<file path="src/hw/rtl/tafs_pkg.sv">
package tafs_pkg;

    localparam int DIV_STEPS    = 17;
    localparam int SQRT_STEPS   = 17;
    localparam int CORDIC_STEPS = 20;

    localparam int PROD_W   = 32;
    localparam int NUM_W    = 33;
    localparam int Q_W      = 17;
    localparam int SQV_W    = 33;
    localparam int SQR_W    = 34;
    localparam int CORDIC_W = 34;
    localparam int ANG_W    = 26;

    localparam logic [1:0] ST_OK    = 2'd0;
    localparam logic [1:0] ST_ZERO  = 2'd1;
    localparam logic [1:0] ST_CLAMP = 2'd2;

    localparam logic signed [ANG_W-1:0] DEG90_Q16  = ANG_W'(90 * 65536);
    localparam logic        [ANG_W-1:0] DEG180_Q16 = ANG_W'(180 * 65536);

    // sideband that travels with each request down the chain
    typedef struct packed {
        logic       valid;
        logic       neg;
        logic       force_zero;
        logic [1:0] status;
    } meta_t;

    // atan(2^-i) in degrees, Q16
    function automatic logic signed [ANG_W-1:0] atan_q16(input int unsigned i);
        logic signed [ANG_W-1:0] v;
        case (i)
            0:       v = ANG_W'(2949120);
            1:       v = ANG_W'(1740967);
            2:       v = ANG_W'(919879);
            3:       v = ANG_W'(466945);
            4:       v = ANG_W'(234379);
            5:       v = ANG_W'(117304);
            6:       v = ANG_W'(58666);
            7:       v = ANG_W'(29335);
            8:       v = ANG_W'(14668);
            9:       v = ANG_W'(7334);
            10:      v = ANG_W'(3667);
            11:      v = ANG_W'(1833);
            12:      v = ANG_W'(917);
            13:      v = ANG_W'(458);
            14:      v = ANG_W'(229);
            15:      v = ANG_W'(115);
            16:      v = ANG_W'(57);
            17:      v = ANG_W'(29);
            18:      v = ANG_W'(14);
            19:      v = ANG_W'(7);
            default: v = '0;
        endcase
        return v;
    endfunction

endpackage

</file>
<file path="src/hw/rtl/tafs_cordic_cell.sv">
module tafs_cordic_cell #(
    parameter int STEP = 0
) (
    input  logic                                  aclk,
    input  logic                                  aresetn,
    input  logic                                  en,
    input  tafs_pkg::meta_t                       meta_in,
    input  logic signed [tafs_pkg::CORDIC_W-1:0]  x_in,
    input  logic signed [tafs_pkg::CORDIC_W-1:0]  y_in,
    input  logic signed [tafs_pkg::ANG_W-1:0]     z_in,
    output tafs_pkg::meta_t                       meta_out,
    output logic signed [tafs_pkg::CORDIC_W-1:0]  x_out,
    output logic signed [tafs_pkg::CORDIC_W-1:0]  y_out,
    output logic signed [tafs_pkg::ANG_W-1:0]     z_out
);
    import tafs_pkg::*;

    localparam logic signed [ANG_W-1:0] ATAN = atan_q16(STEP);

    logic signed [CORDIC_W-1:0] dx;
    logic signed [CORDIC_W-1:0] dy;
    logic signed [CORDIC_W-1:0] x_next;
    logic signed [CORDIC_W-1:0] y_next;
    logic signed [ANG_W-1:0]    z_next;

    // vectoring step: rotate toward y = 0
    always_comb begin
        dx = y_in >>> STEP;
        dy = x_in >>> STEP;
        if (y_in > 0) begin
            x_next = x_in + dx;
            y_next = y_in - dy;
            z_next = z_in + ATAN;
        end else begin
            x_next = x_in - dx;
            y_next = y_in + dy;
            z_next = z_in - ATAN;
        end
    end

    always_ff @(posedge aclk) begin
        if (!aresetn) begin
            meta_out.valid <= 1'b0;
        end else if (en) begin
            meta_out.valid <= meta_in.valid;
        end
    end

    always_ff @(posedge aclk) begin
        if (en) begin
            meta_out.neg        <= meta_in.neg;
            meta_out.force_zero <= meta_in.force_zero;
            meta_out.status     <= meta_in.status;
            x_out               <= x_next;
            y_out               <= y_next;
            z_out               <= z_next;
        end
    end

endmodule

</file>
<file path="config.mk">
export PLATFORM = sky130hd
export DESIGN_NAME = tafs_cordic_cell
export DESIGN_NICKNAME = d
export VERILOG_FILES = /design/src/hw/rtl/tafs_pkg.sv /design/src/hw/rtl/tafs_cordic_cell.sv
export SDC_FILE = /design/constraint.sdc
export NUM_CORES = 1
export LEC_CHECK = 0
export ABC_AREA = 0
export BUFFER_PORTS_ARGS = -buffer_cell sky130_fd_sc_hd__buf_2
export CAP_MARGIN = 5
export CORE_MARGIN = 1
export CORE_UTILIZATION = 54
export DETAILED_ROUTE_END_ITERATION = 12
export GPL_TIMING_DRIVEN = 0
export PLACE_DENSITY = 0.8
export SLEW_MARGIN = 20
export SYNTH_ARGS = -nofsm -noshare
export SYNTH_HDL_FRONTEND = slang
export SYNTH_SLANG_ARGS = --single-unit
</file>
<file path="constraint.sdc">
create_clock -name aclk -period 5.72 [get_ports aclk]
set_input_delay 0.286 -clock aclk [delete_from_list [all_inputs] [get_ports aclk]]
set_output_delay 0.286 -clock aclk [all_outputs]
set_load 0.005 [all_outputs]
</file>
# Yosys cells after proc, flatten, opt, wreduce, memory -nomap -nowiden
# Cells that the tools add are included.
[classes]
order_cmp = 1
mux = 3
n_addsub = 5
[ops]
columns = ["cell", "n"]
rows = [
  ["34-bit 2-to-1 mux", 2],
  ["34-bit subtractor", 2],
  ["34-bit adder", 1],
  ["34-bit by 1-bit greater-than comparator with 1-bit output, second input constant", 1],
  ["26-bit by 23-bit adder with 26-bit output, second input constant", 1],
  ["26-bit 2-to-1 mux", 1],
  ["26-bit by 23-bit subtractor with 26-bit output, second input constant", 1],
]
[word_totals]
register_bits = 99
inputBits = 102
wordCells = 16

# Logic depth before layout (Yosys ltp)
[logic_depth]
ltp_word = 2
mapped_depth = 16
depth_no_buf = 14

# Least setup slack after synthesis
# Ideal clock, no wire load.
[synth_path]
path_kind = "input to register"
start = "in y_in[31] (netlist name)"
end = "reg z_out[25] (netlist name), data pin"
path_slack_ps = 2321
setup_ps = 259
path_stages = 16
arrival_time_ps = 3140
path_cell_list = "nor4_1 > nand4_1 > nor3_1 > or2_2 > buf_2 > buf_2 > buf_1 > ha_1 > a21o_1 > a21oi_1 > o21ai_0 > a21oi_1 > o21ai_0 > a21o_1 > a21oi_1 > xnor2_1"
[synth_between]
elab_chain_len = 2
[synth_rtl]
columns = ["item", "line", "text"]
rows = [
  ["start: declaration", "tafs_cordic_cell.sv:9", "input logic signed [tafs_pkg::CORDIC_W-1:0] y_in,"],
  ["34-bit by 1-bit greater-than comparator with 1-bit output", "tafs_cordic_cell.sv:30", "if (y_in > 0) begin"],
  ["26-bit 2-to-1 mux", "tafs_cordic_cell.sv:30", ""],
  ["net z_next[25]", "tafs_cordic_cell.sv:24", "logic signed [ANG_W-1:0] z_next;"],
  ["end signal: assignment", "tafs_cordic_cell.sv:56", "z_out <= z_next;"],
  ["end: declaration", "tafs_cordic_cell.sv:14", "output logic signed [tafs_pkg::ANG_W-1:0] z_out"],
]
# The timed path passes the listed nets, and every way through them passes these cells.
# A chain may end at the register's enable or synchronous reset.

# Final worst setup path
[layout_path]
start = "in y_in[29] (netlist name)"
end = "reg z_out[25] (netlist name), data pin"
# Same word-level chain as after synthesis.

==> reports/results.ini <==
[status]
status = complete, no violations

[logic_synthesis]
yosysUniqueCellTypes = 85
synth_top_area_cell = edfxtp_1
ys_top_cells_by_area = edfxtp_1, ha_1, a21oi_1
yosys_register_bits = 98
ys.warnings.count = 0
ys_async_sr_fraction_pct = 0
synth.most_common_cell = a21oi_1
ys_top_cells_by_count = a21oi_1, ha_1, inv_1
synth-seq-area-share_pct = 31.0
synth_top_area_share_pct = 30.8
synth-main-ff-cell = edfxtp_1
synth_edf_count = 97
synth_area_mm2 = 0.00946
syn-instance-count = 1084
syn_area_per_cell_um2 = 8.72
synth_nets = 1297

[clock_network]
numClockSinks = 98
post_cts_buffers = 0
cts_buffers = 9
clock-root-buffer = clkbuf_16
htree_num_levels = 3
cts-resized-gates = 0
clk_pin_slew_ps = 70
ctsHoldBuffers = 0
clk_latency_ps = 370
cts_tree = built
cts_buffer_depth = 2

[pwr]
powerDensity_mw_per_mm2 = 230
vdd_ir_drop_max_v = 0.000152
p_leak_nw = 4.87

[routing]
drtIter0Drc = 1015
drc = 0
routed_wl_um = 32400
first_pass_iters = 5
vias = 9420
final_antenna_net_count = 0
avgViaCountPerCell = 6.16
wl_per_cell_um = 21.2

[hold_path]
hp-class = input port to register
min_from = z_in[9]
min_to = z_out[9]
holdPathStages = 1

[sta]
fin_crit_sh_pct = 79.0
final-setup-viol-count = 0
max_freq_mhz = 221
hold_violations = 0
relSlewSlack_pct = 32.4
rsz0062_at_grt = false
tns_ps = 0
tightestPinTransition_ps = 1000
period_minus_slack_ps = 4520
drv_slew = 0
clock_skew_ps = 0

[worst_setup_path]
cp_data_required_time_ps = 5840
r2r-end = meta_out[4]
r2r_slack_ps = 5110
end_kind = register
crit_chain = buf_2 -> nor4_1 -> nand4_1 -> nor3_1 -> or2_2 -> buf_2 -> buf_2 -> buf_1 -> ha_1 -> a21o_1 -> a21oi_1 -> o21ai_0 -> a21oi_1 -> o21ai_0 -> a21o_1 -> a21oi_1 -> xnor2_1
reg2reg_from = meta_out[4]
start_kind = input port
crit_family = compound AO/OA/AOI/OAI gates
cp_data_arrival_time_ps = 4640
crit_buf_inv = 4
critPathKind = input port to register
cp_max_fo = 14
reg2regPathDepth = 2
slowest_stage = nor4_1
slowest_delay_ps = 610

[cells_and_area]
drive_above_1_share_pct = 20.8
fin_cells = 1528
area_growth_pct = 16.9
finalCoreUtilization_pct = 64.4
nets = 1509
num-fill-cells = 1533

[placed_design]
dp_hpwl_um = 25600
io_buffer_count = 200
dp_cells = 1510
gp_congestion = 1.03

[grt]
antenna_found_initial = 1
grt_pass1_wl_um = 49100
overflow = 0
grt_max_degree = 64
grt_pass1_vias = 8896
track_usage_pct = 35.7

[floorplanning]
coreArea_mm2 = 0.0172
die_y_um = 134
row_count = 48
start_util_pct = 55.1
dieArea_mm2 = 0.0180
design.portCount = 201
die_w_um = 134

[job]
max_cap_viol_count = 0

==> layout make-up <==
type	instances	area (µm²)	area share (%)
multi-input cells	833	5890	53.2
repair buffers	201	1030	9.32
diodes	2	5.00	0.0453
well taps	225	282	2.55
clock inverters	7	58.8	0.532
flip-flops and latches	98	2930	26.5
clock buffers	9	225	2.04
inverters	105	394	3.56
plain buffers	48	244	2.21
==> worst max-delay path by stage <==
stage	depth (start not counted)	endpoint	startpoint	slack (ps)
after global placement	17	z_out[25]	y_in[29]	990
after detailed placement	17	z_out[25]	y_in[29]	830
after global routing	17	z_out[25]	y_in[29]	960
after CTS	17	z_out[25]	y_in[29]	1220
after floorplan	16	z_out[25]	y_in[31]	2320
final	17	z_out[25]	y_in[29]	1200
==> layer usage <==
layer  vias up  part of all wire [%]  global-route usage, %
met3        96                   8.4                   4.65
li1       4353                     -                      -
met1      4423                    42                   47.7
met5         -                     0                      0
met2       548                    45                   57.6
met4         0                   3.8                   16.2
==> kinds of logic after synthesis <==
family | count (synthesis) | share of synthesized area, %
adders and majority gates | 111 | 15.0
muxes | 8 | 0.847
buffers and inverters | 153 | 6.75
and+or+nand+nor | 284 | 15.1
AOI/OAI and AO/OA | 360 | 24.8
DFF | 98 | 31.0
xor gates and xnor gates | 70 | 6.48
==> state kept, by name, summed over array words and instances (netlist names) <==
name,flops
meta_out,5
y_out,33
x_out,34
z_out,26
==> cell usage in the layout (no fill, tap or decap), drive strengths merged, types with 4 or more instances in the layout <==
cell type	count
o21a	11
or3	9
nand2b	17
a21o	18
a21boi	4
nor2	83
o2111ai	6
nor2b	17
and2	4
nand2	53
o21ai	77
ha	107
a21oi	127
nor4	15
a211oi	21
nand4	16
mux2i	8
nor3	26
a31oi	8
buf	232
inv	107
edfxtp	97
a2111oi	6
clkbuf	26
o21bai	16
o31ai	15
nand3	18
xnor2	55
fa	4
o211ai	14
xor2	15
or2	10
==> per-stage QoR <==
| stage | hold WS, ps | setup WS, ps | total power [W] | instance area [µm²] |
|---|---|---|---|---|
| detailed placement | 464 | 835 | 0.00192 | 10800 |
| finish | 89.3 | 1200 | 0.00255 | 11100 |
| CTS | 88.5 | 1220 | 0.00253 | 11100 |
| global route | 90.0 | 961 | 0.00266 | 11100 |
| floorplan | 385 | 2320 | 0.00155 | 9460 |
| global placement | 463 | 986 | 0.00190 | 10700 |
==> power by group <==
part | internal, W | total, W | switching [W]
registers | 0.000930 | 0.000954 | 0.0000237
logic | 0.000374 | 0.000977 | 0.000603
clock network | 0.000303 | 0.000617 | 0.000313
total | 0.00161 | 0.00255 | 0.000940
Note: power is estimated with default switching activity, not from simulation.
