===== src/hw/rtl/tafs_pkg.sv =====
package tafs_pkg;

    localparam int DIV_STEPS    = 17;
    localparam int SQRT_STEPS   = 17;
    localparam int CORDIC_STEPS = 20;

    localparam int PROD_W   = 32;
    localparam int NUM_W    = 33;
    localparam int Q_W      = 17;
    localparam int SQV_W    = 33;
    localparam int SQR_W    = 34;
    localparam int CORDIC_W = 34;
    localparam int ANG_W    = 26;

    localparam logic [1:0] ST_OK    = 2'd0;
    localparam logic [1:0] ST_ZERO  = 2'd1;
    localparam logic [1:0] ST_CLAMP = 2'd2;

    localparam logic signed [ANG_W-1:0] DEG90_Q16  = ANG_W'(90 * 65536);
    localparam logic        [ANG_W-1:0] DEG180_Q16 = ANG_W'(180 * 65536);

    // sideband that travels with each request down the chain
    typedef struct packed {
        logic       valid;
        logic       neg;
        logic       force_zero;
        logic [1:0] status;
    } meta_t;

    // atan(2^-i) in degrees, Q16
    function automatic logic signed [ANG_W-1:0] atan_q16(input int unsigned i);
        logic signed [ANG_W-1:0] v;
        case (i)
            0:       v = ANG_W'(2949120);
            1:       v = ANG_W'(1740967);
            2:       v = ANG_W'(919879);
            3:       v = ANG_W'(466945);
            4:       v = ANG_W'(234379);
            5:       v = ANG_W'(117304);
            6:       v = ANG_W'(58666);
            7:       v = ANG_W'(29335);
            8:       v = ANG_W'(14668);
            9:       v = ANG_W'(7334);
            10:      v = ANG_W'(3667);
            11:      v = ANG_W'(1833);
            12:      v = ANG_W'(917);
            13:      v = ANG_W'(458);
            14:      v = ANG_W'(229);
            15:      v = ANG_W'(115);
            16:      v = ANG_W'(57);
            17:      v = ANG_W'(29);
            18:      v = ANG_W'(14);
            19:      v = ANG_W'(7);
            default: v = '0;
        endcase
        return v;
    endfunction

endpackage


===== src/hw/rtl/tafs_sqrt_cell.sv =====
module tafs_sqrt_cell #(
    parameter int STEP = 0
) (
    input  logic                          aclk,
    input  logic                          aresetn,
    input  logic                          en,
    input  tafs_pkg::meta_t               meta_in,
    input  logic [tafs_pkg::SQV_W-1:0]    rad_in,
    input  logic [tafs_pkg::SQR_W-1:0]    root_in,
    input  logic [tafs_pkg::Q_W-1:0]      cos_in,
    output tafs_pkg::meta_t               meta_out,
    output logic [tafs_pkg::SQV_W-1:0]    rad_out,
    output logic [tafs_pkg::SQR_W-1:0]    root_out,
    output logic [tafs_pkg::Q_W-1:0]      cos_out
);
    import tafs_pkg::*;

    localparam logic [SQR_W-1:0] ONE = SQR_W'(1) << (32 - 2 * STEP);

    logic [SQR_W-1:0] trial;
    logic             take;
    logic [SQV_W-1:0] rad_next;
    logic [SQR_W-1:0] root_next;

    always_comb begin
        trial     = root_in + ONE;
        take      = {1'b0, rad_in} >= trial;
        rad_next  = take ? SQV_W'({1'b0, rad_in} - trial) : rad_in;
        root_next = take ? (root_in >> 1) + ONE : root_in >> 1;
    end

    always_ff @(posedge aclk) begin
        if (!aresetn) begin
            meta_out.valid <= 1'b0;
        end else if (en) begin
            meta_out.valid <= meta_in.valid;
        end
    end

    always_ff @(posedge aclk) begin
        if (en) begin
            meta_out.neg        <= meta_in.neg;
            meta_out.force_zero <= meta_in.force_zero;
            meta_out.status     <= meta_in.status;
            rad_out             <= rad_next;
            root_out            <= root_next;
            cos_out             <= cos_in;
        end
    end

endmodule


===== config.mk =====
export PLATFORM = sky130hd
export DESIGN_NAME = tafs_sqrt_cell
export DESIGN_NICKNAME = d
export VERILOG_FILES = /design/src/hw/rtl/tafs_pkg.sv /design/src/hw/rtl/tafs_sqrt_cell.sv
export SDC_FILE = /design/constraint.sdc
export NUM_CORES = 1
export LEC_CHECK = 0
export CAP_MARGIN = 10
export CORE_MARGIN = 3
export CORE_UTILIZATION = 55
export CTS_CLUSTER_SIZE = 16
export DETAILED_ROUTE_END_ITERATION = 8
export DONT_BUFFER_PORTS = 1
export PLACE_DENSITY = 0.77
export SLEW_MARGIN = 5
export SYNTH_ARGS = -nofsm -noshare
export SYNTH_HDL_FRONTEND = slang
export SYNTH_SLANG_ARGS = --single-unit

===== constraint.sdc =====
create_clock -name aclk -period 4.3 [get_ports aclk]
set_clock_uncertainty 0.15 [all_clocks]
set_input_delay 0.43 -clock aclk [delete_from_list [all_inputs] [get_ports aclk]]
set_output_delay 0.43 -clock aclk [all_outputs]
set_load 0.05 [all_outputs]

After elaboration in Yosys (flattened, before gate mapping)
Index checks and enable logic that the tools add are counted.
{"block": "totals", "regBits": 89, "input_bits": 92, "output_inout_bits": 89, "word_cells": 14}
{"block": "op_classes", "addsub": 3, "n_lt_le_gt_ge": 1, "mux": 2}
{"operator": "2-to-1 mux 33 bit", "n": 2}
{"operator": "adder 33 x 33 -> 34 bit (second input constant)", "n": 1}
{"operator": "adder 34 x 33 -> 34 bit (second input constant)", "n": 1}
{"operator": "greater-or-equal comparator 33 x 34 -> 1 bit", "n": 1}
{"operator": "subtractor 33 bit", "n": 1}

Longest topological paths before layout
{"block": "logic_depth", "ltp_word": 3, "ltp_mapped": 13, "mapped_depth_nobuf": 13}

Least setup slack after synthesis
Ideal clock, no wire load.
{"block": "synth_path", "kind": "in2reg", "startpoint": "input port rad_in[0] (netlist bit)", "endpoint": "register rad_out[10] (netlist bit), data pin", "setup_time_ns": 0.260, "arrival_time_ns": 2.832, "required_time_ns": 3.890, "path_slack_ns": 1.058, "cell_stages": 13, "n_path_buf": 1, "path_cell_list": "inv_1 -> ha_1 -> inv_1 -> fa_1 -> a211oi_1 -> o21ai_1 -> nand2_1 -> o31ai_1 -> o21ai_0 -> a21oi_2 -> a21oi_4 -> buf_12 -> mux2_4"}
{"block": "synth_via", "elab_chain_len": 2}
{"element": "start: declaration", "line": "tafs_sqrt_cell.sv:8", "text": "input logic [tafs_pkg::SQV_W-1:0] rad_in,"}
{"element": "subtractor 33 bit / greater-or-equal comparator 33 x 34 -> 1 bit (equally long branches)", "line": "tafs_sqrt_cell.sv:28, tafs_sqrt_cell.sv:27"}
{"element": "2-to-1 mux 33 bit (*)", "line": "tafs_sqrt_cell.sv:28", "text": "rad_next = take ? SQV_W'({1'b0, rad_in} - trial) : rad_in;"}
{"element": "net rad_next[10]", "line": "tafs_sqrt_cell.sv:22", "text": "logic [SQV_W-1:0] rad_next;"}
{"element": "end signal: assignment", "line": "tafs_sqrt_cell.sv:45", "text": "rad_out <= rad_next;"}
{"element": "end: declaration", "line": "tafs_sqrt_cell.sv:12", "text": "output logic [tafs_pkg::SQV_W-1:0] rad_out,"}
The timed path passes the listed nets; every way through them passes the cells marked *.
A chain may end at the register's enable or synchronous reset.

Worst setup path in the final report
{"block": "layout_path", "startpoint": "input port rad_in[0] (netlist bit)", "endpoint": "register rad_out[4] (netlist bit), data pin"}
Same word-level chain as after synthesis.

==> flow_summary.json <==
{
  "yosysSeqAreaShare_pct": 52.7,
  "fin_area_um2": 5620,
  "port-buffer-count": 0,
  "antenna_found_initial": 0,
  "place_area_um2": 5110,
  "post_cts_buffers": 0,
  "wl_met3_um": 1120,
  "die_area_um2": 10400,
  "first_iter_violations": 110,
  "area_growth_pct": 11.3,
  "grt_pass1_vias": 2996,
  "power_frac_comb_pct": 16.7,
  "first_pass_iters": 4,
  "final_cells": 545,
  "swShare_pct": 33.8,
  "place.gp.congestion": 0.862,
  "critPathArrivalTime_ps": 3100,
  "hpwl_um": 7930,
  "synth_nets": 526,
  "synth_top_area_share_pct": 52.3,
  "power_switching_uw": 817,
  "cts_tree": "built",
  "ys.flop_type": "edfxtp_1",
  "clockRootBuffer": "clkbuf_8",
  "hold_violations": 0,
  "drc_errors": 0,
  "hold_buffers": 5,
  "min_to": "cos_out[8]",
  "cts_made_buffers": 9,
  "fin_hold_ws_ps": 19.7,
  "ys_warn_count": 0,
  "fin_tns_setup_ps": 0,
  "worst-setup-path-type": "input pin to register",
  "power_mw": 2.41,
  "end_kind": "register",
  "async_reset_ff_share_pct": 0,
  "r2r-start": "meta_out[4]",
  "vias": 3214,
  "p_leak_nw": 2.30,
  "core_area_um2": 8810,
  "fin_crit_ps": 3160,
  "start_util_pct": 57.3,
  "tightest_slew_ps": 532,
  "die_y_um": 102,
  "reg2reg_depth": 2,
  "fin_nets": 558,
  "fp-row-count": 34,
  "worst_ep_required_time_ps": 4250,
  "layout-drive-gt1-share_pct": 13.0,
  "drt_wl_total_um": 10800,
  "reg2reg_to": "meta_out[4]",
  "synth_edf_count": 88,
  "placed_cells": 500,
  "drv_slew": 0,
  "viasPerCell": 5.90,
  "setup_viol": 0,
  "timing.final.crit_share_pct": 73.4,
  "start_kind": "input pin",
  "ios": 181,
  "grt_max_degree": 90,
  "rsz0062_at_grt": "false",
  "cts_max_path_buffers": 2,
  "insertion_delay_ps": 340,
  "ys_ff_latch": 89,
  "diodes": 0,
  "clk_pin_slew_ps": 90,
  "dr.max_layer_used": "met4",
  "synth_cell_types": 50,
  "avgSynthCellArea_um2": 12.6,
  "synthCells": 400,
  "track_usage_pct": 19.2,
  "status": "completed",
  "peakVddDrop_v": 0.000214,
  "pwr-share-seq_pct": 57.4,
  "grt_pass1_wl_um": 15300,
  "hold_path.startpoint": "cos_in[8]",
  "hp-class": "input pin to register",
  "clock_sinks": 89,
  "fmax_mhz": 317,
  "max_cap_viol_count": 0,
  "wire_per_inst_um": 19.8,
  "internal_power_mw": 1.60,
  "p_per_area_nw_per_um2": 430,
  "met2WireLength_um": 5510,
  "antenna_left": 0,
  "die_w_um": 102,
  "ys_top_cells_by_area": "edfxtp_1 (52%), ha_1 (8.2%), mux2_4 (7.7%), xnor2_1 (4.2%), a21oi_1 (3.2%)",
  "ff2ff_setup_slack_ps": 3210,
  "grt_overflow_total": 0,
  "netlist_area_um2": 5050,
  "clock_power_share_pct": 25.9,
  "h-tree-depth": 3,
  "max_slew_margin_pct": 64.3,
  "hold_depth": 0,
  "cts-resized-gates": 0,
  "synth_top_area_cell": "edfxtp_1",
  "wl_met1_um": 3960,
  "cp_max_fo": 18
}
-- critical path, cell delays in order --
cell,delay [ps]
inv_1,60
ha_1,160
inv_1,60
fa_1,420
a211oi_1,310
o21ai_1,140
nand2_1,150
o31ai_1,90
o21ai_0,280
a21oi_2,150
a21oi_4,140
buf_4,330
mux2_2,380
-- layer usage --
metal | vias to the layer above | track usage, %
li1 | 1549 | -
met1 | 1494 | 20.3
met2 | 158 | 34.1
met3 | 13 | 9.15
met4 | 0 | 5.95
met5 | - | 0
-- cells in the mapped netlist, types with 3 or more instances --
master    number
a211oi_1       4
a21o_1        12
a21oi_1       32
a221o_1        3
a31oi_1        4
buf_12         3
clkbuf_1       5
edfxtp_1      88
ha_1          33
inv_1         41
mux2_2         5
mux2_4        26
mux2i_1        3
nand2_1       19
nand3_1        6
nand4_1        3
nor2_1        14
nor2b_1        5
nor3_1         3
o21ai_0       14
o21ai_1        3
o21bai_1       3
xnor2_1       24
xor2_1         9
-- layout make-up --
type                       instances  area [um2]
clock buffer                      10         128
fill                             674        3190
tap                              108         135
sequential                        89        2660
multi-input combinational        260        2140
clock inverter                     6        91.3
inverter                          41         154
timing repair buffer              31         305
-- registers in the layout (all words and copies together) (netlist names) --
name	cells
root_out	34
cos_out	17
meta_out	5
rad_out	33
-- worst max-delay path by stage --
stage / startpoint / end / depth (start not counted)
floorplan: rad_in[0] / rad_out[10] / 13
global placement: rad_in[0] / rad_out[2] / 13
detailed placement: rad_in[0] / rad_out[2] / 13
CTS: rad_in[0] / rad_out[4] / 13
global route: rad_in[0] / rad_out[4] / 13
finish: rad_in[0] / rad_out[4] / 13
-- power by group through the flow --
| stage | Clock [mW] | Combinational [mW] | Sequential [mW] |
|---|---|---|---|
| 5_1_grt | 0.669 | 0.443 | 1.39 |
| 6_report | 0.625 | 0.403 | 1.39 |
| 3_3_place_gp | 0 | 0.369 | 1.41 |
| 4_1_cts | 0.635 | 0.385 | 1.39 |
| 2_1_floorplan | 0 | 0.331 | 1.39 |
| 3_5_place_dp | 0 | 0.379 | 1.41 |
-- logic make-up after synthesis --
logic type                 share of synthesized area (%)
muxes                                               9.44
AOI/OAI and AO/OA                                   13.0
adders and majority gates                           8.57
xor gates and xnor gates                            5.72
buffers and inverters                               4.81
DFF                                                 52.7
and+or+nand+nor                                     5.72
-- cells in the final DEF (no fill, tap or decap), types with 4 or more instances in the layout --
cell type	synthesis	final
a31oi_1	4	4
nor2_1	14	14
mux2_2	5	5
nor2b_1	5	5
nand3_1	6	6
inv_1	41	41
a21o_1	12	12
dlygate4sd3_1	0	29
a211oi_1	4	4
nand2_1	19	19
edfxtp_1	88	88
o21ai_0	14	14
mux2_4	26	26
clkbuf_8	0	9
a21oi_1	32	32
xor2_1	9	9
xnor2_1	24	24
ha_1	33	33
-- per-stage QoR --
step | worst slack (ps) | utilization [%]
after floorplan | 1060 | -
after global placement | 852 | 58.0
after detailed placement | 741 | 58.0
after CTS | 1120 | 61.1
after global routing | 886 | 63.8
final | 1140 | 63.8
Power figures use the tool's default switching activity.
