--- config.mk ---
export PLATFORM = sky130hd
export DESIGN_NAME = tafs_div_cell
export DESIGN_NICKNAME = d
export VERILOG_FILES = /design/src/hw/rtl/tafs_pkg.sv /design/src/hw/rtl/tafs_div_cell.sv
export SDC_FILE = /design/constraint.sdc
export NUM_CORES = 1
export LEC_CHECK = 0
export BUFFER_PORTS_ARGS = -buffer_cell sky130_fd_sc_hd__buf_2
export CAP_MARGIN = 5
export CORE_MARGIN = 3
export CORE_UTILIZATION = 55
export DETAILED_ROUTE_END_ITERATION = 8
export PLACE_DENSITY = 0.91
export SLEW_MARGIN = 40
export SYNTH_ARGS = -nofsm -noshare
export SYNTH_HDL_FRONTEND = slang
export SYNTH_SLANG_ARGS = --single-unit
--- constraint.sdc ---
create_clock -name aclk -period 8.11 [get_ports aclk]
set_input_delay 0.4055 -clock aclk [delete_from_list [all_inputs] [get_ports aclk]]
set_output_delay 0.4055 -clock aclk [all_outputs]
set_load 0.01 [all_outputs]
--- src/hw/rtl/tafs_pkg.sv ---
package tafs_pkg;

    localparam int DIV_STEPS    = 17;
    localparam int SQRT_STEPS   = 17;
    localparam int CORDIC_STEPS = 20;

    localparam int PROD_W   = 32;
    localparam int NUM_W    = 33;
    localparam int Q_W      = 17;
    localparam int SQV_W    = 33;
    localparam int SQR_W    = 34;
    localparam int CORDIC_W = 34;
    localparam int ANG_W    = 26;

    localparam logic [1:0] ST_OK    = 2'd0;
    localparam logic [1:0] ST_ZERO  = 2'd1;
    localparam logic [1:0] ST_CLAMP = 2'd2;

    localparam logic signed [ANG_W-1:0] DEG90_Q16  = ANG_W'(90 * 65536);
    localparam logic        [ANG_W-1:0] DEG180_Q16 = ANG_W'(180 * 65536);

    // sideband that travels with each request down the chain
    typedef struct packed {
        logic       valid;
        logic       neg;
        logic       force_zero;
        logic [1:0] status;
    } meta_t;

    // atan(2^-i) in degrees, Q16
    function automatic logic signed [ANG_W-1:0] atan_q16(input int unsigned i);
        logic signed [ANG_W-1:0] v;
        case (i)
            0:       v = ANG_W'(2949120);
            1:       v = ANG_W'(1740967);
            2:       v = ANG_W'(919879);
            3:       v = ANG_W'(466945);
            4:       v = ANG_W'(234379);
            5:       v = ANG_W'(117304);
            6:       v = ANG_W'(58666);
            7:       v = ANG_W'(29335);
            8:       v = ANG_W'(14668);
            9:       v = ANG_W'(7334);
            10:      v = ANG_W'(3667);
            11:      v = ANG_W'(1833);
            12:      v = ANG_W'(917);
            13:      v = ANG_W'(458);
            14:      v = ANG_W'(229);
            15:      v = ANG_W'(115);
            16:      v = ANG_W'(57);
            17:      v = ANG_W'(29);
            18:      v = ANG_W'(14);
            19:      v = ANG_W'(7);
            default: v = '0;
        endcase
        return v;
    endfunction

endpackage

--- src/hw/rtl/tafs_div_cell.sv ---
module tafs_div_cell (
    input  logic                          aclk,
    input  logic                          aresetn,
    input  logic                          en,
    input  tafs_pkg::meta_t               meta_in,
    input  logic [tafs_pkg::NUM_W-1:0]    rem_in,
    input  logic [tafs_pkg::NUM_W-1:0]    den_in,
    input  logic [tafs_pkg::Q_W-1:0]      acc_in,
    output tafs_pkg::meta_t               meta_out,
    output logic [tafs_pkg::NUM_W-1:0]    rem_out,
    output logic [tafs_pkg::NUM_W-1:0]    den_out,
    output logic [tafs_pkg::Q_W-1:0]      acc_out
);
    import tafs_pkg::*;

    logic [NUM_W:0]   shifted;
    logic             take;
    logic [NUM_W-1:0] rem_next;
    logic [Q_W-1:0]   acc_next;

    // one restoring quotient bit
    always_comb begin
        shifted  = {rem_in, 1'b0};
        take     = shifted >= {1'b0, den_in};
        rem_next = take ? NUM_W'(shifted - {1'b0, den_in}) : NUM_W'(shifted);
        acc_next = {acc_in[Q_W-2:0], take};
    end

    always_ff @(posedge aclk) begin
        if (!aresetn) begin
            meta_out.valid <= 1'b0;
        end else if (en) begin
            meta_out.valid <= meta_in.valid;
        end
    end

    always_ff @(posedge aclk) begin
        if (en) begin
            meta_out.neg        <= meta_in.neg;
            meta_out.force_zero <= meta_in.force_zero;
            meta_out.status     <= meta_in.status;
            rem_out             <= rem_next;
            den_out             <= den_in;
            acc_out             <= acc_next;
        end
    end

endmodule

---- Yosys cells after proc, flatten, opt, wreduce, memory -nomap -nowiden ----
Cells that the tools add are included.
word-level totals
  bits of input ports ..................... 91
  flip-flop bits (word level) ............. 88
  word-level logic and storage cells ...... 11
operators by class
  $lt $le $gt $ge ......................... 1
  muxes and demuxes ....................... 1
  add/sub/neg operators ................... 1
operators by type and width
  kind                                                            count
  34-bit by 33-bit greater-or-equal comparator with 1-bit output  1
  33-bit 2-to-1 mux                                               1
  33-bit subtractor                                               1

---- Longest topological paths before layout ----
Gate-level depths: netlist of the first run.
  depth after elaboration ................. 2
  gate-level depth with buffers ........... 14
  gate-level depth less buffers ........... 12

---- Worst setup path after synthesis of the first run ----
No wires, ideal clock.
  kind .................................... input-to-reg
  start ................................... in rem_in[0] in the netlist's numbering
  end ..................................... reg rem_out[10] in the netlist's numbering (data pin)
  stages .................................. 13
  path slack .............................. 4.957 ns
  library setup time ...................... 0.260 ns
  arrival ................................. 2.893 ns
  data required time ...................... 7.850 ns
  cells stage by stage .................... inv_1 fa_1 nand2b_1 a211oi_2 nor4b_1 o21ba_4 a211oi_4 nor3_2 or3_1 buf_6 clkinv_4 buf_12 mux2_4
between the ends
  longest elaborated chain between the ends .. 2
  elaborated cells on any way between the ends .. 3
  classes of those cells .................. add/sub (1); order compare (1); mux (1)
ends and longest elaborated chain
  item                                                                                                 RTL line                                  text
  start: declaration                                                                                   tafs_div_cell.sv:6                        input logic [tafs_pkg::NUM_W-1:0] rem_in,
  33-bit subtractor or 34-bit by 33-bit greater-or-equal comparator with 1-bit output (tied branches)  tafs_div_cell.sv:25, tafs_div_cell.sv:24
  33-bit 2-to-1 mux *                                                                                  tafs_div_cell.sv:25                       rem_next = take ? NUM_W'(shifted - {1'b0, den_in}) : NUM_W'(shifted);
  named net rem_next[10]                                                                               tafs_div_cell.sv:18                       logic [NUM_W-1:0] rem_next;
  end signal: assignment                                                                               tafs_div_cell.sv:42                       rem_out <= rem_next;
  end: declaration                                                                                     tafs_div_cell.sv:10                       output logic [tafs_pkg::NUM_W-1:0] rem_out,
The timed path passes the listed nets; every way through them passes the cells marked *.
A chain may end at the register's enable or synchronous reset.

---- Worst setup path in the final report of the first run ----
  start ................................... in rem_in[0] in the netlist's numbering
  end ..................................... reg rem_out[3] in the netlist's numbering (data pin)
The elaborated chain is that of the path after synthesis.

==> results, run 1 <==
- The clock transition at the registers of the reported paths is 0.09 ns.
- On the final layout, the worst clock skew is 0 ns.
- The number of antenna violations at the first check in global routing is 0.
- Summed over all cells, the static leakage comes to 2.98 nW.
- The total setup violations reported at the end of the flow is 0.
- The number of antenna diodes is 0.
- The initial standard-cell utilization of the core is 56.6%.
- In this run the worst hold path is classified as in2reg.
- The post-route netlist has 37.9% of its cells at a drive strength greater than 1.
- Setup repair after global routing left no endpoint under its margin.
- The total met3 wirelength after detailed routing is 650 um.
- For the worst setup path, the data arrival time is 3.50 ns.
- The area enclosed by the die boundary is 10800 um^2.
- The core region is 9280 um^2.
- After routing, the total negative slack on setup checks comes to 0 ns.
- The run finished with clean final reports.
- The first global-routing pass estimated 19600 um of wire.
- The count of nets left with antenna violations once routing finished came out at 0.
- The via count of the routed design is 3995.
- For this design, the sink count on the clock tree is 88.
- At the end of the flow the core is filled with cells to 69.2%.
- The fraction of registers with async set or reset after synthesis is 0%.
- The count of port buffers added during placement is 177.
- In the routed design, unresolved DRC markers number 0.
- The maximum vdd ir drop is 0.000120 V.
- The first TritonRoute pass finished after 4 iterations.
- The detailed-route wire length is 12400 um.
- The TritonCTS buffer count is 9.
- The worst setup path is of the in2reg kind.
- The later-pin clock latency in the skew report is 0.35 ns.
- Of the available clock period, the critical path in the final layout requires 41.9%.
- CTS placed an instance of sky130_fd_sc_hd__clkbuf_8 at the clock tree root.
- The worst hold slack after final layout is 0.220 ns.
- The post-route met1 wirelength is 5260 um.
- The maximum count of clock buffers along a single path is 2.
- After clock tree synthesis, the setup repair step added 0 buffers.
- The pin count of the biggest net entering global routing is 89.
- Yosys mapped a number of flops with a built-in enable equal to 87.
- Of all nets on the critical path, the largest fanout is 30.
- The CTS tree is built.
- For this run, the top clock speed supported by timing is 294 MHz.
- The post-synthesis area per instance is 12.0 um^2.
- The floorplan has 35 rows.
- In this run the number of H-tree levels came out at 3.
- Summing every instance area after synthesis gives 5260 um^2.
- The via density per instance is 5.35.
- STA classifies the critical path endpoint as a flop.
- In this run the power density over the cells is 193 nW/um^2.
- The overall track demand over capacity in global routing is 22.5%.
- The number of ports placed on the die boundary is 179.
- The max-slew headroom at the worst pin is 46.2%.
- Across the run, the number of max-cap violations was 0.
- The routed length per instance is 16.5 um.
- The highest layer touched by signal routing is met4.
- Synthesis produced a netlist with a net count of 562.
- For this run, the number of Yosys warnings is 0.
- The number of gates resized after CTS was 0.
- The DRC marker count from the first detailed-route iteration is 166.
- STA puts the critical path data required time at 8.21 ns.
- The number of global-route vias before repair is 4030.
- The count of fill cells added during filler insertion is 714.
- For this run, the leading register cell type out of synthesis is sky130_fd_sc_hd__edfxtp_1.
- Sequential elements use 50.1% of the synthesized area.
- The clock period minus final worst setup slack is 3.40 ns.
- Measured along the x axis, the die boundary spans 104 um.
- The actual transition at the worst max-transition pin is 0.796 ns.
- Buffers inserted to repair hold after CTS numbered 0.
- The area growth from synthesis to layout is 22.2%.
- After synthesis the netlist holds a flip-flop and latch count of 88.
- The final hold violation count is 0.
- Detailed placement ended at an HPWL of 9610 um.
- The cell count after synthesis came out at 437.
- The distinct cell type count of the synthesized netlist is 59.
- The number of nets in the final layout is 738.
- After detailed routing, the met2 layer carries 6280 um of wire.
- The kind of start point of the critical path is a primary input.
- The global placement routability congestion is 0.876.
- The global-route congestion overflow total is 0.
- The number of slew-limit violations in the final report is 0.
- The vertical extent of the die is 104 um.
==> power breakdown <==
| part | internal (mW) | switching [mW] |
|---|---|---|
| clock | 0.144 | 0.164 |
| combinational | 0.169 | 0.185 |
| sequential | 0.562 | 0.0122 |
==> routing by layer <==
| metal | GRT usage [%] | vias up |
|---|---|---|
| met5 | 0 | - |
| met4 | 5.89 | 0 |
| met3 | 4.17 | 13 |
| met2 | 40.6 | 141 |
| met1 | 27.9 | 1867 |
| li1 | - | 1974 |
==> sequential cells by signal (all words and copies together) (netlist names) <==
name      flops
acc_out      17
meta_out      5
rem_out      33
den_out      33
==> synthesized netlist by cell type (3+ instances only) <==
cell type | number | area, um^2
sky130_fd_sc_hd__edfxtp_1 | 87 | 2610
sky130_fd_sc_hd__mux2_4 | 29 | 435
sky130_fd_sc_hd__o21a_1 | 5 | 37.5
sky130_fd_sc_hd__a21oi_1 | 27 | 135
sky130_fd_sc_hd__buf_12 | 3 | 60.1
sky130_fd_sc_hd__a21o_1 | 19 | 143
sky130_fd_sc_hd__nand2b_1 | 8 | 50.1
sky130_fd_sc_hd__a31oi_1 | 7 | 43.8
sky130_fd_sc_hd__nor2b_1 | 6 | 37.5
sky130_fd_sc_hd__o31ai_1 | 4 | 30.0
sky130_fd_sc_hd__xnor2_1 | 17 | 149
sky130_fd_sc_hd__or2_2 | 4 | 25.0
sky130_fd_sc_hd__nand4_1 | 7 | 43.8
sky130_fd_sc_hd__inv_1 | 38 | 143
sky130_fd_sc_hd__clkbuf_1 | 5 | 18.8
sky130_fd_sc_hd__buf_2 | 4 | 20.0
sky130_fd_sc_hd__nor3_1 | 5 | 25.0
sky130_fd_sc_hd__nor2_1 | 23 | 86.3
sky130_fd_sc_hd__nand3_1 | 9 | 45.0
sky130_fd_sc_hd__a211o_1 | 3 | 26.3
sky130_fd_sc_hd__mux2i_1 | 3 | 30.0
sky130_fd_sc_hd__nand2_1 | 19 | 71.3
sky130_fd_sc_hd__and3_1 | 5 | 31.3
sky130_fd_sc_hd__ha_1 | 33 | 413
sky130_fd_sc_hd__o21ai_0 | 18 | 90.1
sky130_fd_sc_hd__xor2_1 | 10 | 87.6
==> path summary, 6_finish.rpt <==
path | start | endpoint | slack (ns) | depth (start not counted)
max | rem_in[0] | rem_out[3] | 4.71 | 12
min | acc_in[15] | acc_out[16] | 0.22 | 1
max reg2reg | meta_out[4] | meta_out[4] | 7.52 | 2
min reg2reg | meta_out[4] | meta_out[4] | 0.53 | 2
==> critical path, stage by stage <==
cell and delay, ns:
sky130_fd_sc_hd__buf_2 0.09, sky130_fd_sc_hd__inv_1 0.06, sky130_fd_sc_hd__fa_1 0.46, sky130_fd_sc_hd__nand2b_1 0.20, sky130_fd_sc_hd__a211oi_2 0.27, sky130_fd_sc_hd__nor4b_1 0.12, sky130_fd_sc_hd__o21ba_4 0.27, sky130_fd_sc_hd__a211oi_4 0.31
sky130_fd_sc_hd__nor3_2 0.11, sky130_fd_sc_hd__or3_1 0.50, sky130_fd_sc_hd__clkinv_4 0.35, sky130_fd_sc_hd__mux2_4 0.34
==> kinds of logic after synthesis <==
| logic type | count (synthesis) | share of synthesized area [%] |
|---|---|---|
| xor+xnor | 27 | 4.50 |
| compound gates | 104 | 13.4 |
| mux | 32 | 8.86 |
| fa+ha+maj | 34 | 8.24 |
| buf+inv | 53 | 5.05 |
| simple gates | 99 | 9.88 |
| flops | 88 | 50.1 |
==> final cells by class <==
cell class	count	area, um^2	share of cell area [%]
Sequential cell	88	2630	41.0
Timing Repair Buffer	178	920	14.3
Clock inverter	6	67.6	1.05
Tap cell	129	161	2.51
Inverter	40	155	2.42
Multi-Input combinational cell	296	2360	36.7
Clock buffer	10	128	1.99
==> stage by stage <==
stage | setup WS [ns] | std cells | power [mW] | instance area [um^2]
floorplan | 4.96 | 437 | 0.826 | 5260
global placement | 4.40 | 730 | 0.927 | 6200
detailed placement | 4.35 | 730 | 0.938 | 6200
CTS | 4.72 | 746 | 1.24 | 6390
global route | 4.58 | 747 | 1.29 | 6420
finish | 4.71 | 747 | 1.24 | 6420
==> cells in the final DEF, fill, tap and decap left out, types with 2 or more instances in the layout <==
| cell type | netlist | layout |
|---|---|---|
| sky130_fd_sc_hd__a211o_1 | 3 | 3 |
| sky130_fd_sc_hd__a211oi_1 | 2 | 2 |
| sky130_fd_sc_hd__a21o_1 | 19 | 19 |
| sky130_fd_sc_hd__a21oi_1 | 27 | 27 |
| sky130_fd_sc_hd__a31oi_1 | 7 | 7 |
| sky130_fd_sc_hd__and3_1 | 5 | 5 |
| sky130_fd_sc_hd__and3b_1 | 2 | 2 |
| sky130_fd_sc_hd__buf_2 | 4 | 176 |
| sky130_fd_sc_hd__clkbuf_8 | 0 | 9 |
| sky130_fd_sc_hd__clkinvlp_4 | 0 | 2 |
| sky130_fd_sc_hd__edfxtp_1 | 87 | 87 |
| sky130_fd_sc_hd__ha_1 | 33 | 33 |
| sky130_fd_sc_hd__inv_1 | 38 | 38 |
| sky130_fd_sc_hd__inv_6 | 0 | 2 |
| sky130_fd_sc_hd__mux2_4 | 29 | 29 |
| sky130_fd_sc_hd__mux2i_1 | 3 | 3 |
| sky130_fd_sc_hd__nand2_1 | 19 | 19 |
| sky130_fd_sc_hd__nand2b_1 | 8 | 8 |
| sky130_fd_sc_hd__nand3_1 | 9 | 9 |
| sky130_fd_sc_hd__nand4_1 | 7 | 7 |
| sky130_fd_sc_hd__nor2_1 | 23 | 23 |
| sky130_fd_sc_hd__nor2b_1 | 6 | 6 |
| sky130_fd_sc_hd__nor3_1 | 5 | 5 |
| sky130_fd_sc_hd__nor4b_1 | 2 | 2 |
| sky130_fd_sc_hd__o2111ai_1 | 2 | 2 |
| sky130_fd_sc_hd__o211ai_1 | 2 | 2 |
| sky130_fd_sc_hd__o21a_1 | 5 | 5 |
| sky130_fd_sc_hd__o21ai_0 | 18 | 18 |
| sky130_fd_sc_hd__o31ai_1 | 4 | 4 |
| sky130_fd_sc_hd__or2_2 | 4 | 4 |
| sky130_fd_sc_hd__or3_1 | 2 | 2 |
| sky130_fd_sc_hd__xnor2_1 | 17 | 17 |
| sky130_fd_sc_hd__xor2_1 | 10 | 10 |
Power figures use the tool's default switching activity.
==> inputs of run 2 (changes only) <==
--- a/config.mk
+++ b/config.mk
@@ -8,9 +8,9 @@
 export BUFFER_PORTS_ARGS = -buffer_cell sky130_fd_sc_hd__buf_2
 export CAP_MARGIN = 5
 export CORE_MARGIN = 3
-export CORE_UTILIZATION = 55
+export CORE_UTILIZATION = 46
 export DETAILED_ROUTE_END_ITERATION = 8
-export PLACE_DENSITY = 0.91
+export PLACE_DENSITY = 0.82
 export SLEW_MARGIN = 40
 export SYNTH_ARGS = -nofsm -noshare
 export SYNTH_HDL_FRONTEND = slang
==> constraint.sdc (replaced) <==
create_clock -name aclk -period 3.1 [get_ports aclk]
set_input_delay 0.155 -clock aclk [delete_from_list [all_inputs] [get_ports aclk]]
set_output_delay 0.155 -clock aclk [all_outputs]
set_load 0.01 [all_outputs]
==> run 2 against run 1 <==
Sequential power grew to 2.6 times the previous value. Die area grew 18%. Cell count grew 10%. Flip-flop and latch count is the same. Register-to-register slack lost 5.0 ns. Global-route usage shrank 1.3 points. Critical path depth grew 2. Cell area grew 11%. Highest routed layer unchanged.
==> results, run 2 (synthesis gave the netlist of run 1 again) <==
- The vertical extent of the die came to 113 um (+8.8%).
- In this run the critical register-to-register path is captured at meta_out[4].
- The global placement routability congestion is 0.874 (-0.26%).
- The number of global-route vias before repair is 4342 (+7.7%).
- The power share of the combinational group was 29.1% (+0.5 points).
- The signal on the critical path passes through dlygate4sd3_1, buf_2, inv_1, ha_2, nand4_1, nor3_1, nand2_1, o211ai_1, or3b_1, nor3_2, or3_4, clkinv_4, buf_12, mux2_4.
- The total setup violations reported at the end of the flow is 0 (unchanged).
- The endpoint arrival time on the critical path was 3.08 ns (-0.42 ns).
- The critical path required time is 3.19 ns (-5.02 ns).
- The worst path in the final design needs a cycle of 3.00 ns, including I/O delays and setup.
- The count of non-filler cells in the finished layout is 822 (+10%).
- The final HPWL from detailed placement came to 10300 um (+7.5%).
- The placeable core region is 11000 um^2 (+18%).
- Setup repair after global routing left no endpoint under its margin.
- The family with the most delay on the worst path is simple AND/OR/NAND/NOR gates.
- The overall track demand over capacity in global routing is 21.3% (-1.3 points).
- The TritonCTS buffer count is 9 (unchanged).
- The number of levels the H-tree was split into is 3 (unchanged).
- The most critical setup path has its endpoint at rem_out[16].
- In this run the worst setup path begins at den_in[21].
- The maximum count of clock buffers along a single path is 2 (unchanged).
- The library cell used most frequently in the layout, excluding fill and tap cells, is sky130_fd_sc_hd__buf_2.
- The setup TNS came to 0 ns (unchanged).
- The count of port buffers added during placement is 177 (unchanged).
- The iteration count of the initial detailed-routing pass is 4 (unchanged).
- The number of nets in the final layout came to 802 (+8.7%).
- The path category of the worst min-delay check is in2reg.
- The worst register-to-register path begins at meta_out[4].
- The cell area after placement is 6420 um^2 (+3.5%).
- The number of antenna violations at the first check in global routing is 0 (unchanged).
- The standard-cell row count is 38 (+8.6%).
- Timing would allow up to 334 MHz.
- The via density per instance was 5.25 (-1.8%).
- The area growth from synthesis to layout is 35.9%.
- The count of fill cells added during filler insertion is 848 (+19%).
- The final total power is 3.57 mW (+190%).
- The logic depth of the worst register-to-register path is 2 (unchanged).
- The relative contribution of the clock network to total power came to 28.8% (+3.9 points).
- By startpoint and endpoint, the worst setup path is classified as in2reg.
- The count of buffer and inverter cells on the critical path was 5 (+2).
- The detailed-route DRC error count came to 0 (unchanged).
- The minimum setup slack among reg-to-reg paths is 2.50 ns (-5.02 ns).
- The proportion of layout cells with a drive suffix above 1 is 39.0% (+1.1 points).
- The antenna violation net count after detailed routing came to 0 (unchanged).
- The routed length per instance was 16.5 um (-0.27%).
- TritonCTS built the clock tree.
- The maximum fanout along the worst path is 12 (-60%).
- The fraction of power spent switching nets is 28.5% (-0.68 points).
- STA classifies the critical path startpoint as a primary input.
- The internal cell power is 2.56 mW (+190%).
- The standby leakage power is 3.30 nW (+11%).
- The ratio of final minimum period to clock period is 96.6%.
- The largest stage delay on the critical path is 0.52 ns (+0.02 ns).
- The fraction of power consumed by sequential logic is 42.1% (-4.4 points).
- The worst clock skew on the final layout is 0 ns (unchanged).
- The clock sink count is 88 (unchanged).
- The overall die width is 113 um (+8.8%).
- In the layout the commonest cells are 176 x sky130_fd_sc_hd__buf_2, 87 x sky130_fd_sc_hd__edfxtp_1, 39 x sky130_fd_sc_hd__dlygate4sd3_1.
- The pin count of the biggest net entering global routing is 89 (unchanged).
- The initial standard-cell utilization of the core is 47.9% (-8.8 points).
- The cell with the largest stage delay on the worst path is sky130_fd_sc_hd__dlygate4sd3_1.
- The wire length of the first global-routing pass was 21700 um (+11%).
- Clock tree synthesis selected as its root buffer the cell sky130_fd_sc_hd__clkbuf_16.
- The final hold violation count is 0 (unchanged).
- The via count of the routed design is 4318 (+8.1%).
- The net switching power is 1.02 mW (+180%).
- The count of maximum capacitance violations came to 0 (unchanged).
- The cell total after placement is 765 (+4.8%).
- The max-slew headroom at the worst pin came to 47.2% (+1.0 points).
- The number of slew-limit violations in the final report is 0 (unchanged).
- The DRC marker count from the first detailed-route iteration is 206 (+24%).
- The ratio of total power to cell area is 500 nW/um^2 (+160%).
- The critical path endpoint category is a flop.
- The detailed-route wire length is 13600 um (+9.7%).
- The global-route congestion overflow total is 0 (unchanged).
- The run finished with clean final reports.
- The cell area after layout was 7140 um^2 (+11%).
- The actual transition at the worst max-transition pin was 0.792 ns (-0.00385 ns).
- The area enclosed by the die boundary came to 12700 um^2 (+18%).
- The number of antenna diodes is 0 (unchanged).
- The clock transition at the registers of the reported paths is 0.07 ns (-0.02 ns).
- The largest registers in the layout are den_out (33), rem_out (33), acc_out (17).
- The maximum vdd ir drop is 0.000287 V (+140%).
- The later-pin clock latency in the skew report is 0.34 ns (about the same).
- The number of ports placed on the die boundary is 179 (unchanged).
- The total number of cells along the worst setup path is 14 (+2).
==> run 2: how the worst min path moves through the flow <==
stage,start,end,slack (ns),cells after the start
floorplan,acc_in[9],acc_out[10],0.25,0
global placement,acc_in[12],acc_out[13],0.33,1
detailed placement,acc_in[4],acc_out[5],0.33,1
CTS,den_in[18],den_out[18],0.002,1
global route,den_in[30],den_out[30],0.0006,1
finish,den_in[30],den_out[30],0.009,1
==> run 2: per-layer routing <==
layer	GRT usage, %	wire length [um]
met1	27.2	5740
met2	36.5	6750
met3	4.39	827
met4	6.25	238
met5	0	0
==> run 2: what timing repair did <==
item	in CTS	in global routing
buffers inserted	0	2
resized for setup	0	7
endpoints found under the hold margin	38	1
hold buffers	38	1
endpoints found under the setup margin	0	31
==> run 2: stage by stage <==
stage / util, % / worst slack (ns) / hold WS (ns)
floorplan: - / 0.198 / 0.254
global placement: 58.4 / -0.0185 / 0.331
detailed placement: 58.4 / -0.0664 / 0.333
CTS: 64.5 / 0.0306 / 0.00222
global route: 65.0 / 0.00141 / 0.000637
finish: 65.0 / 0.104 / 0.00894
==> run 2: area by class of cell <==
type	instances	area, um^2	share of cell area [%]
clock buffers	10	229	3.21
clock inverters	6	51.3	0.718
inverters	40	155	2.17
multi-input cells	296	2400	33.5
flip-flops and latches	88	2630	36.9
well taps	140	175	2.45
repair buffers	242	1500	21.0
==> run 2: power by group through the flow <==
stage	Sequential (mW)	Clock (mW)	Combinational, mW
floorplan	1.61	0	0.554
detailed placement	1.53	0	0.989
global placement	1.53	0	0.967
finish	1.51	1.03	1.04
global route	1.52	1.12	1.13
CTS	1.51	1.05	1.03
==> inputs of run 3 (changes only) <==
--- a/config.mk
+++ b/config.mk
@@ -7,11 +7,11 @@
 export LEC_CHECK = 0
 export BUFFER_PORTS_ARGS = -buffer_cell sky130_fd_sc_hd__buf_2
 export CAP_MARGIN = 5
+export CORE_ASPECT_RATIO = 1.25
 export CORE_MARGIN = 3
 export CORE_UTILIZATION = 46
 export DETAILED_ROUTE_END_ITERATION = 8
 export PLACE_DENSITY = 0.82
-export SLEW_MARGIN = 40
 export SYNTH_ARGS = -nofsm -noshare
 export SYNTH_HDL_FRONTEND = slang
 export SYNTH_SLANG_ARGS = --single-unit
==> run 3 against run 2 <==
Global-route usage down 1.4 points. Core utilization down 1.5 points. Sequential power about the same. Hold slack worse by 0.0019 ns. Critical path type unchanged. Largest cell class unchanged.
==> results, run 3 (synthesis gave the netlist of run 1 again) <==
- The path category of the worst min-delay check is in2reg.
- The via count of the routed design is 4217 (-2.3%).
- The post-place setup slack was -0.0228 ns (+0.0436 ns).
- The antenna violation net count after detailed routing is 0 (unchanged).
- The proportion of layout cells with a drive suffix above 1 is 38.6% (-0.45 points).
- The count of port buffers added during placement is 177 (unchanged).
- The wire length of the first global-routing pass is 20000 um (-7.8%).
- The critical path endpoint category is a flop.
- The flow ran to the end, and the final reports show no timing, DRC or antenna violations.
- The final total power is 3.65 mW (+2.2%).
- The number of antenna violations at the first check in global routing is 0 (unchanged).
- The met2 track demand over resource in global routing is 36.1% (-0.44 points).
- The ratio of total power to cell area is 517 nW/um^2 (+3.2%).
- The routed length per instance is 16.4 um (-0.54%).
- The met3 usage in global routing is 4.02% (-0.37 points).
- The critical path required time is 3.19 ns (about the same).
- The largest registers in the layout are den_out (33), rem_out (33), acc_out (17).
- The DRC marker count from the first detailed-route iteration came to 225 (+9.2%).
- The endpoint arrival time on the critical path is 3.10 ns (+0.02 ns).
- The TritonCTS buffer count is 9 (unchanged).
- The detailed-route wire length is 13100 um (-3.3%).
- The placeable core region is 11100 um^2 (+1.4%).
- The number of ports placed on the die boundary is 179 (unchanged).
- The critical path is of the in2reg type.
- The clock period minus final worst setup slack came to 3.01 ns (+0.0135 ns).
- The overall die width is 102 um (-10%).
- The largest stage delay on the critical path was 0.54 ns (+0.02 ns).
- The standard-cell row count is 43 (+13%).
- The clock transition at the registers of the reported paths is 0.06 ns (about the same).
- The count of non-filler cells in the finished layout is 799 (-2.8%).
- The area enclosed by the die boundary is 12800 um^2 (about the same).
- The initial standard-cell utilization of the core is 47.2% (-0.66 points).
- The worst-case setup margin in the final layout was 0.0905 ns (-0.0135 ns).
- The hold path startpoint is den_in[26].
- The total setup violations reported at the end of the flow is 0 (unchanged).
- The max-slew headroom at the worst pin is 25.4% (-22 points).
- The standby leakage power came to 3.25 nW (-1.7%).
- The register area came to 2630 um^2 (unchanged).
- The depth of the worst hold-timing path was 1 (unchanged).
- The iteration count of the initial detailed-routing pass is 5 (+1).
- The number of antenna diodes is 0 (unchanged).
- The logic depth of the worst register-to-register path is 2 (unchanged).
- The count of maximum capacitance violations is 0 (unchanged).
- The setup fix buffers added after clock tree synthesis came to 0 (unchanged).
- The detailed-route DRC error count came to 0 (unchanged).
- In this run the critical register-to-register path is launched from meta_out[4].
- The maximum vdd ir drop was 0.000368 V (+28%).
- The worst clock skew on the final layout is 0 ns (unchanged).
- The actual transition at the worst max-transition pin was 1.12 ns (+0.328 ns).
- Leaving out fill and tap cells, the most frequent cell in the layout is sky130_fd_sc_hd__buf_2.
- The ratio of final minimum period to clock period was 97.1% (+0.43 points).
- The count of fill cells added during filler insertion is 885 (+4.4%).
- TritonCTS built the clock tree.
- The overall track demand over capacity in global routing was 19.9% (-1.4 points).
- The clock sink count is 88 (unchanged).
- The combined area of the multi-input logic cells is 2430 um^2 (+1.6%).
- The via density per instance is 5.28 (+0.47%).
- The minimum setup slack among reg-to-reg paths was 2.49 ns (about the same).
- The worst setup path is launched from a primary input.
- The worst hold slack after final layout is 0.00705 ns (-0.00188 ns).
- The library cells used most frequently in the layout, excluding fill and tap cells, are 176 x sky130_fd_sc_hd__buf_2, 87 x sky130_fd_sc_hd__edfxtp_1, 38 x sky130_fd_sc_hd__inv_1.
- The pin count of the biggest net entering global routing is 89 (unchanged).
- The final hold violation count is 0 (unchanged).
- The number of levels the H-tree was split into is 3 (unchanged).
- The cell total after placement was 749 (-2.1%).
- The vertical extent of the die is 126 um (+11%).
- In this run the clock root is driven by a sky130_fd_sc_hd__clkbuf_16.
- The number of slew-limit violations in the final report is 0 (unchanged).
- The maximum fanout along the worst path is 12 (unchanged).
- The most used routing layer is met2.
- The maximum count of clock buffers along a single path is 2 (unchanged).
- The final HPWL from detailed placement is 9660 um (-6.5%).
- The number of nets in the final layout came to 784 (-2.2%).
- Traced cell by cell, the critical path runs through dlygate4sd3_1, buf_2, inv_1, ha_4, nand2_1, a211o_1, o21ba_4, a211oi_4, nor3_2, or3_4, clkinv_4, buf_12, mux2_4.
- The number of global-route vias before repair is 4198 (-3.3%).
- Compared with the post-synthesis result, the final layout area differs by 34.5%.
- The global placement routability congestion is 0.858 (-1.8%).
- The later-pin clock latency in the skew report is 0.34 ns (about the same).
- The met1 demand-to-capacity share in global routing is 22.7% (-4.5 points).
- On the critical path, the stage with the largest delay is an instance of sky130_fd_sc_hd__dlygate4sd3_1.
- In this run the critical register-to-register path is captured at meta_out[4].
- The path with the worst hold slack has its endpoint at den_out[26].
- The global-route congestion overflow total was 0 (unchanged).
- The top achievable clock speed is 332 MHz (-0.45%).
run 3: per-layer routing:
metal / routed length, um / up-vias
met5: 0 / -
met4: 277 / 0
met1: 5150 / 1982
li1: - / 2062
met2: 6970 / 151
met3: 716 / 22
run 3: cell type report:
cell class                      count  area share (%)
Clock buffer                       11            3.57
Timing Repair Buffer              224            19.3
Multi-Input combinational cell    296            34.4
Sequential cell                    88            37.2
Inverter                           40            2.19
Clock inverter                      5           0.902
Tap cell                          135            2.39
run 3: through the flow:
stage                     TNS [ns]  util, %  instance area (um^2)
after floorplan                  0        -                  5260
after global placement           0     56.9                  6340
after detailed placement    -0.182     56.9                  6340
after CTS                        0     62.7                  6990
after global routing        -0.149     63.5                  7070
final                            0     63.5                  7070
run 3: repair_timing:
action	in CTS	in global routing
endpoints found under the hold margin	33	1
setup endpoints to repair	0	30
gates resized for setup	0	13
hold buffers	33	1
run 3: where the power goes:
group / switching, mW / internal [mW] / total (mW)
Clock: 0.452 / 0.674 / 1.13
Combinational: 0.504 / 0.514 / 1.02
Sequential: 0.0332 / 1.48 / 1.51
run 3: worst max-delay path by stage:
stage,from,to,depth (start not counted)
after floorplan,rem_in[0],rem_out[10],13
after global placement,rem_in[0],rem_out[24],13
after detailed placement,rem_in[0],rem_out[21],13
after CTS,den_in[8],rem_out[18],13
after global routing,den_in[8],rem_out[18],13
final,den_in[8],rem_out[18],13
run 3: worst max-delay path, delay by kind of cell:
kind	cells	cell delay, ns
buffers and inverters	5	0.96
AO/OA/AOI/OAI	3	0.79
AND/OR/NAND/NOR	3	0.57
multiplexers	1	0.31
adder cells (fa/ha/maj)	1	0.30
